--- src/rtl/sfc_pkg.sv ---
// Shared types and constants for the signature file carver.
`default_nettype none
package sfc_pkg;

  localparam int unsigned BYTE_W    = 8;
  localparam int unsigned OFFS_W    = 32;
  localparam int unsigned KIND_W    = 2;
  localparam int unsigned LEN_W     = 4;
  localparam int unsigned PAT_W     = 64;
  localparam int unsigned LENS_W    = 24;
  localparam int unsigned FTR_LEN_LSB = 12;
  localparam int unsigned CFG_IDX_W = 3;
  localparam int unsigned OUT_TDATA_W = 72;

  // configuration register indexes
  localparam logic [CFG_IDX_W-1:0] CFG_HDR_BASE = 3'd0;
  localparam logic [CFG_IDX_W-1:0] CFG_FTR_BASE = 3'd3;
  localparam logic [CFG_IDX_W-1:0] CFG_LENGTHS  = 3'd6;

  typedef struct packed {
    logic [OFFS_W-1:0] start;
    logic [OFFS_W-1:0] stop;
    logic [KIND_W-1:0] kind;
  } rec_t;

  typedef struct packed {
    logic              active;
    logic [OFFS_W-1:0] start;
    logic [KIND_W-1:0] kind;
  } open_t;

endpackage
`default_nettype wire

--- src/rtl/sfc_match.sv ---
// Compares the leading bytes of the window against one pattern.
`default_nettype none
module sfc_match #(
  parameter int unsigned WINDOW = 8
) (
  input  logic [WINDOW-1:0][sfc_pkg::BYTE_W-1:0] win_i,
  input  logic [sfc_pkg::PAT_W-1:0]              pat_i,
  input  logic [sfc_pkg::LEN_W-1:0]              len_i,
  output logic                                   hit_o
);

  logic same;

  always_comb begin
    same = 1'b1;
    for (int k = 0; k < WINDOW; k++) begin
      if ((sfc_pkg::LEN_W'(k) < len_i) && (win_i[k] != pat_i[k*8 +: 8])) begin
        same = 1'b0;
      end
    end
    // zero length disables; lengths past the window never match
    hit_o = same && (len_i != '0) && (32'(len_i) <= WINDOW);
  end

endmodule
`default_nettype wire

--- src/rtl/sfc_chain.sv ---
// Walks the signatures in order for one byte and builds its records.
`default_nettype none
module sfc_chain #(
  parameter int unsigned SIGNATURES = 3,
  parameter int unsigned CNT_W      = 2
) (
  input  sfc_pkg::open_t                         open_i,
  input  logic                                   stream_end_i,
  input  logic                                   test_i,
  input  logic [sfc_pkg::OFFS_W-1:0]             pos_i,
  input  logic [sfc_pkg::OFFS_W-1:0]             seen_i,
  input  logic [SIGNATURES-1:0]                  hdr_hit_i,
  input  logic [SIGNATURES-1:0]                  ftr_hit_i,
  input  logic [SIGNATURES-1:0][sfc_pkg::LEN_W-1:0] ftr_len_i,
  output sfc_pkg::open_t                         open_o,
  output sfc_pkg::rec_t [SIGNATURES-1:0]         recs_o,
  output logic [CNT_W-1:0]                       cnt_o
);

  logic [sfc_pkg::OFFS_W:0]   fend_wide;
  logic [sfc_pkg::OFFS_W-1:0] fend;
  sfc_pkg::rec_t              rec;

  always_comb begin
    open_o    = open_i;
    recs_o    = '0;
    cnt_o     = '0;
    fend_wide = '0;
    fend      = '0;
    rec       = '0;
    if (stream_end_i) begin
      if (open_i.active) begin
        recs_o[0].start = open_i.start;
        recs_o[0].stop  = seen_i;
        recs_o[0].kind  = open_i.kind;
        cnt_o           = CNT_W'(1);
      end
      open_o = '0;
    end else if (test_i) begin
      for (int i = 0; i < SIGNATURES; i++) begin
        fend_wide = {1'b0, pos_i} + (sfc_pkg::OFFS_W + 1)'(ftr_len_i[i]);
        fend = fend_wide[sfc_pkg::OFFS_W] ? '1 : fend_wide[sfc_pkg::OFFS_W-1:0];
        rec.start = open_o.start;
        rec.kind  = open_o.kind;
        rec.stop  = hdr_hit_i[i] ? pos_i : fend;
        if (hdr_hit_i[i]) begin
          if (open_o.active) begin
            for (int j = 0; j < SIGNATURES; j++) begin
              if (CNT_W'(j) == cnt_o) recs_o[j] = rec;
            end
            cnt_o = cnt_o + CNT_W'(1);
          end
          open_o.active = 1'b1;
          open_o.start  = pos_i;
          open_o.kind   = sfc_pkg::KIND_W'(i);
        end else if (open_o.active && ftr_hit_i[i]) begin
          for (int j = 0; j < SIGNATURES; j++) begin
            if (CNT_W'(j) == cnt_o) recs_o[j] = rec;
          end
          cnt_o         = cnt_o + CNT_W'(1);
          open_o.active = 1'b0;
        end
      end
    end
  end

endmodule
`default_nettype wire

--- src/rtl/sfc_outbuf.sv ---
// Holds the records of one byte and hands them out one word at a time.
`default_nettype none
module sfc_outbuf #(
  parameter int unsigned DEPTH = 3,
  parameter int unsigned CNT_W = 2
) (
  input  logic                           clk_i,
  input  logic                           rst_ni,
  input  logic                           load_i,
  input  sfc_pkg::rec_t [DEPTH-1:0]      recs_i,
  input  logic [CNT_W-1:0]               cnt_i,
  input  logic                           pop_i,
  output logic                           valid_o,
  output logic                           last_o,
  output logic                           space_o,
  output sfc_pkg::rec_t                  head_o
);

  sfc_pkg::rec_t [DEPTH-1:0] slot_q;
  logic [CNT_W-1:0]          cnt_q;

  assign valid_o = (cnt_q != '0);
  assign last_o  = (cnt_q == CNT_W'(1));
  assign head_o  = slot_q[0];
  // room for a new byte once at most the final record is leaving
  assign space_o = (cnt_q == '0) || (last_o && pop_i);

  always_ff @(posedge clk_i or negedge rst_ni) begin
    if (!rst_ni) begin
      cnt_q <= '0;
    end else if (load_i) begin
      cnt_q <= cnt_i;
    end else if (pop_i && valid_o) begin
      cnt_q <= cnt_q - CNT_W'(1);
    end
  end

  always_ff @(posedge clk_i) begin
    if (load_i) begin
      slot_q <= recs_i;
    end else if (pop_i && valid_o) begin
      for (int j = 0; j < DEPTH - 1; j++) begin
        slot_q[j] <= slot_q[j+1];
      end
    end
  end

endmodule
`default_nettype wire

--- src/rtl/signature_file_carver.sv ---
// Top level of the signature file carver.
// Scans a byte stream one byte per cycle over a sliding window and reports
// carved records (start, one-past-end, signature kind). An input word is
// taken every cycle while the output drains; a byte that yields several records
// (up to SIGNATURES) holds the input until its last record leaves, since the single
// output port moves one record per cycle. A stream-end word (tuser set)
// flushes an open record and clears the window and the byte counter.
// Configuration writes are taken at any time and must land while idle.
`default_nettype none
module signature_file_carver #(
  parameter int unsigned WINDOW     = 8,
  parameter int unsigned SIGNATURES = 3
) (
  input  logic        clk_i,
  input  logic        rst_ni,
  input  logic        s_axis_tvalid,
  output logic        s_axis_tready,
  input  logic [7:0]  s_axis_tdata,   // [7:0] data_byte
  input  logic        s_axis_tuser,   // [0] stream_end
  output logic        m_axis_tvalid,
  input  logic        m_axis_tready,
  output logic [71:0] m_axis_tdata,   // [31:0] record_start, [63:32] record_end,
                                      // [65:64] record_kind, rest zero
  output logic        m_axis_tlast,   // run_last
  input  logic        cfg_valid_i,
  output logic        cfg_ready_o,
  input  logic [2:0]  cfg_index_i,
  input  logic [63:0] cfg_data_i
);

  localparam int unsigned CNT_W = $clog2(SIGNATURES + 1);

  logic [SIGNATURES-1:0][sfc_pkg::PAT_W-1:0] hdr_q, ftr_q;
  logic [sfc_pkg::LENS_W-1:0]                lens_q;

  logic [WINDOW-1:0][sfc_pkg::BYTE_W-1:0] win_q, win_d;
  logic [sfc_pkg::OFFS_W-1:0]             seen_q, seen_d, pos;
  sfc_pkg::open_t                         open_q, open_d;

  logic                                      accept, test;
  logic [SIGNATURES-1:0]                     hdr_hit, ftr_hit;
  logic [SIGNATURES-1:0][sfc_pkg::LEN_W-1:0] hdr_len, ftr_len;
  sfc_pkg::rec_t [SIGNATURES-1:0]            recs;
  logic [CNT_W-1:0]                          rec_cnt;
  sfc_pkg::rec_t                             head;
  logic                                      space;

  // configuration
  assign cfg_ready_o = 1'b1;

  always_ff @(posedge clk_i or negedge rst_ni) begin
    if (!rst_ni) begin
      hdr_q  <= '0;
      ftr_q  <= '0;
      lens_q <= '0;
    end else if (cfg_valid_i) begin
      for (int i = 0; i < SIGNATURES; i++) begin
        if (cfg_index_i == sfc_pkg::CFG_HDR_BASE + sfc_pkg::CFG_IDX_W'(i)) hdr_q[i] <= cfg_data_i;
        if (cfg_index_i == sfc_pkg::CFG_FTR_BASE + sfc_pkg::CFG_IDX_W'(i)) ftr_q[i] <= cfg_data_i;
      end
      if (cfg_index_i == sfc_pkg::CFG_LENGTHS) lens_q <= cfg_data_i[sfc_pkg::LENS_W-1:0];
    end
  end

  // window, counter and match
  assign accept = s_axis_tvalid && s_axis_tready;

  always_comb begin
    win_d[WINDOW-2:0] = win_q[WINDOW-1:1];
    win_d[WINDOW-1]   = s_axis_tdata;
    seen_d = (seen_q == '1) ? seen_q : seen_q + sfc_pkg::OFFS_W'(1);
    test   = (seen_d >= sfc_pkg::OFFS_W'(WINDOW));
    pos    = seen_d - sfc_pkg::OFFS_W'(WINDOW);
  end

  for (genvar g = 0; g < SIGNATURES; g++) begin : g_sig
    assign hdr_len[g] = lens_q[g*sfc_pkg::LEN_W +: sfc_pkg::LEN_W];
    assign ftr_len[g] = lens_q[sfc_pkg::FTR_LEN_LSB + g*sfc_pkg::LEN_W +: sfc_pkg::LEN_W];

    sfc_match #(.WINDOW(WINDOW)) u_hdr (
      .win_i(win_d), .pat_i(hdr_q[g]), .len_i(hdr_len[g]), .hit_o(hdr_hit[g])
    );
    sfc_match #(.WINDOW(WINDOW)) u_ftr (
      .win_i(win_d), .pat_i(ftr_q[g]), .len_i(ftr_len[g]), .hit_o(ftr_hit[g])
    );
  end

  sfc_chain #(.SIGNATURES(SIGNATURES), .CNT_W(CNT_W)) u_chain (
    .open_i      (open_q),
    .stream_end_i(s_axis_tuser),
    .test_i      (test),
    .pos_i       (pos),
    .seen_i      (seen_q),
    .hdr_hit_i   (hdr_hit),
    .ftr_hit_i   (ftr_hit),
    .ftr_len_i   (ftr_len),
    .open_o      (open_d),
    .recs_o      (recs),
    .cnt_o       (rec_cnt)
  );

  always_ff @(posedge clk_i or negedge rst_ni) begin
    if (!rst_ni) begin
      win_q  <= '0;
      seen_q <= '0;
      open_q <= '0;
    end else if (accept) begin
      open_q <= open_d;
      if (s_axis_tuser) begin
        win_q  <= '0;
        seen_q <= '0;
      end else begin
        win_q  <= win_d;
        seen_q <= seen_d;
      end
    end
  end

  // result queue
  sfc_outbuf #(.DEPTH(SIGNATURES), .CNT_W(CNT_W)) u_outbuf (
    .clk_i  (clk_i),
    .rst_ni (rst_ni),
    .load_i (accept),
    .recs_i (recs),
    .cnt_i  (rec_cnt),
    .pop_i  (m_axis_tready),
    .valid_o(m_axis_tvalid),
    .last_o (m_axis_tlast),
    .space_o(space),
    .head_o (head)
  );

  assign s_axis_tready = space;
  assign m_axis_tdata  = {6'b0, head.kind, head.stop, head.start};

  // checks
  a_end_clears: assert property (@(posedge clk_i) disable iff (!rst_ni)
    accept && s_axis_tuser |=> (seen_q == '0) && !open_q.active)
    else $error("stream end did not clear the scan state");

  a_seen_grows: assert property (@(posedge clk_i) disable iff (!rst_ni)
    accept && !s_axis_tuser |=> seen_q >= $past(seen_q))
    else $error("byte counter went backward");

  a_rec_order: assert property (@(posedge clk_i) disable iff (!rst_ni)
    m_axis_tvalid |-> head.start <= head.stop)
    else $error("record ends before it starts");

endmodule
`default_nettype wire

--- config.mk ---
export PLATFORM = sky130hd
export DESIGN_NAME = signature_file_carver
export DESIGN_NICKNAME = d
export VERILOG_FILES = /design/src/rtl/sfc_pkg.sv /design/src/rtl/sfc_match.sv /design/src/rtl/sfc_chain.sv /design/src/rtl/sfc_outbuf.sv /design/src/rtl/signature_file_carver.sv
export SDC_FILE = /design/constraint.sdc
export NUM_CORES = 2
export LEC_CHECK = 0
export BUFFER_PORTS_ARGS = -buffer_cell sky130_fd_sc_hd__buf_2
export CORE_AREA = 10 10 444 230
export CTS_CLUSTER_DIAMETER = 60
export CTS_CLUSTER_SIZE = 10
export DETAILED_ROUTE_END_ITERATION = 6
export DIE_AREA = 0 0 454 240
export GPL_TIMING_DRIVEN = 0
export SYNTH_ARGS = -nofsm -noshare
export SYNTH_HDL_FRONTEND = slang
export SYNTH_HIERARCHICAL = 1
export SYNTH_SLANG_ARGS = --single-unit
--- constraint.sdc ---
create_clock -name clk_i -period 6.8 [get_ports clk_i]
set_input_delay 1.02 -clock clk_i [delete_from_list [all_inputs] [get_ports clk_i]]
set_output_delay 1.02 -clock clk_i [all_outputs]
set_load 0.02 [all_outputs]
==> results.yml <==
logic_synthesis:
  synth_ff_type: "dfrtp_1"
  ys_ff_latch: 731
  synth_seq_area_share_pct: 46.8
  ys_warn_count: 6
  synthesis.area_sq_mm: 0.0412
  synth.avg_cell_area_sq_um: 10.8
  synthDistinctLibCells: 98
  postSynthCellCount: 3798
  postSynth.asyncResetShare_pct: 72.9
  synth-edff-count: 198
power_and_ir_drop:
  ir_drop_mv: 0.289
  power.leakage_nw: 18.6
  power.density_mw_per_mm2: 368
setup_path:
  required_ns: 7.24
  startpoint_type: "register"
  end_kind: "register"
  cpPeakStageDelay_ns: 0.55
  arrival_ns: 7.46
  critPathSlowestCell: "dfrtp_2"
  cpLargestDelayFamily: "simple AND/OR/NAND/NOR gates"
  crit_type: "register to register"
  cp_cell_sequence: "xnor2_1, nand4_1, nor2_4, nand3_1, nor3_1, o221a_4, clkbuf_4, buf_2, nor2_1, nor2_1, ha_1, mux2i_1, ha_1, o2111ai_1, nand2_2, nor2_2, clkbuf_2, o211ai_1, nand4_1, mux2_2"
  path_buf_inv: 3
  path_max_fanout: 11
drt:
  firstDrtPassIters: 6
  drt_iter0_markers: 4471
  wl_mm: 162
  wl_met2_mm: 53.1
  met1_length_mm: 80.2
  drc: 0
  drt-vias-per-instance: 6.10
  post_drt_wl_per_cell_microns: 30.0
  met3_wirelength_mm: 26.0
  final_antenna_net_count: 0
  via_count: 32900
  top_layer_used: "met5"
place:
  place.gp.congestion: 1.04
  port_buffers: 147
  place_ws_ns: -3.19
  dp_cells: 5233
  hpwl_mm: 124
timing:
  setup_slack_ns: -0.213
  drv_slew: 0
  period_share_pct: 103
  max_freq_mhz: 143
  whs_ns: 0.181
  rsz0062_at_grt: "yes"
  worst_slew_pin_slew_ns: 1.48
  fin_skew_ns: 0.0282
  maxSlewHeadroom_pct: 0.746
  hold_viol_final: 0
  fin_crit_ns: 7.01
  setup_viol: 13
global_route:
  grt-ovfl-total: 0
  antenna_found_initial: 8
  grt_pass1_vias: 30600
  grt_max_degree: 119
  grt_use_total_pct: 29.1
  grt_pass1_wl_mm: 230
run:
  timing.max_cap.violations: 1
clock_tree:
  numCtsBuffers: 86
  cts_tree: "done"
  cts_sinks: 731
  clk_latency_ns: 0.70
  root_buffer: "clkbuf_16"
  htreeDepth: 3
  clockBufferDepth: 3
  postCtsHoldBufs: 0
  clk_pin_slew_worst_paths_ns: 0.06
floorplan:
  die_w_microns: 454
  die_h_microns: 240
  rows: 80
  core_sq_mm: 0.0944
  io_pins: 157
  initial_utilization_pct: 43.6
  design.die.area_sq_mm: 0.109
finish:
  area_delta_synth_final_pct: 14.7
  nets: 4176
  final_cell_mix: "mux2_2, dfrtp_1, nand2_1"
  stdcell_count: 5387
  drive_above_1_share_pct: 27.5
  nFillCells: 8535
  final_common_cell: "mux2_2"
run_status:
  violations: "capacitance limit, setup timing"
  status: "complete, but fails checks"
worst_hold_path:
  worstHoldPathType: "primary input to async pin"
==> what timing repair did <==
action / 4_1_cts / 5_1_grt
buffers inserted: 10 / 15
pin swaps: 9 / 15
endpoints found under the setup margin: 193 / 177
resized for setup: 93 / 82
==> report_power, final <==
part           total (W)  internal [W]  leakage [nW]  switching (W)
Clock            0.00433       0.00240          1.19        0.00193
Sequential       0.00664       0.00577          8.61       0.000865
Combinational    0.00645       0.00252          8.83        0.00393
==> sequential cells by signal (all words and copies together), names as in the netlist <==
signal,count
hdr_q,192
open_q,35
u_outbuf/cnt_q,2
u_outbuf/slot_q,132
u_outbuf/head_o,66
lens_q,24
win_d,56
seen_q,32
ftr_q,192
==> area by class of cell <==
| type | count | area, sq um | share of cell area [%] |
|---|---|---|---|
| Clock buffer | 107 | 2240 | 4.74 |
| Clock inverter | 13 | 228 | 0.482 |
| Antenna cell | 13 | 32.5 | 0.0688 |
| Tap cell | 1271 | 1590 | 3.37 |
| Buffer | 306 | 1650 | 3.50 |
| Multi-Input combinational cell | 2733 | 20900 | 44.2 |
| Inverter | 29 | 109 | 0.230 |
| Sequential cell | 731 | 19300 | 40.8 |
| Timing Repair Buffer | 184 | 1190 | 2.53 |
==> synth_stat cells (29+ instances only) <==
cell type    n  area (sq um)
nand2b_1    67           419
a21oi_1    175           876
edfxtp_1   198          5950
nor4_1      56           350
nand2_1    379          1420
a22o_1      38           333
mux2_2     578          6510
xnor2_1    319          2790
and2_1      29           181
nand3_1     62           310
clkbuf_1   196           736
nand4_1    117           732
a31oi_1     41           257
buf_4       74           556
nor2_1     147           552
o21ai_0    153           766
dfrtp_1    533         13300
nor3_1      48           240
xor2_1     129          1130
==> kinds of logic after synthesis <==
| family | Yosys count | synth area share, % |
|---|---|---|
| multiplexers | 597 | 16.3 |
| buffers and inverters | 339 | 4.18 |
| flip-flops | 731 | 46.8 |
| other | 2 | 0.0182 |
| AO/OA/AOI/OAI | 630 | 9.90 |
| adder cells (fa/ha/maj) | 24 | 0.784 |
| AND/OR/NAND/NOR | 1027 | 12.5 |
| XOR/XNOR | 448 | 9.52 |
==> per-layer routing <==
| layer | global-route usage (%) | vias up |
|---|---|---|
| li1 | - | 14200 |
| met4 | 5.10 | 8 |
| met1 | 47.2 | 16600 |
| met2 | 31.7 | 1829 |
| met3 | 15.2 | 184 |
| met5 | 0 | - |
==> path summary, 6_finish.rpt <==
check	slack (ns)	to	cells past startpoint	from
max reg2reg	-0.21	u_outbuf/head_o[8]$_DFFE_PP_	20	win_d[39]$_DFFE_PN0P_
min in group clk_i	0.53	ftr_q[48]$_DFFE_PN0P_	1	ftr_q[48]$_DFFE_PN0P_
min	0.18	hdr_q[35]$_DFFE_PN0P_	1	rst_ni
max in group asynchronous	4.32	seen_q[29]$_DFFE_PN0P_	5	rst_ni
min reg2reg	0.53	ftr_q[48]$_DFFE_PN0P_	1	ftr_q[48]$_DFFE_PN0P_
max	-0.21	u_outbuf/head_o[8]$_DFFE_PP_	20	win_d[39]$_DFFE_PN0P_
==> per-stage QoR <==
stage                     TNS (ns)  total power [W]  util (%)  area (sq um)
after detailed placement   -264.06           0.0126      46.5         43900
after global routing       -0.0450           0.0181      50.0         47200
after CTS                        0           0.0171      49.6         46800
after floorplan                  0           0.0102         -         41200
after global placement    -4374.15           0.0125      46.1         43500
final                       -0.806           0.0174      50.1         47300
Power figures use the tool's default switching activity.
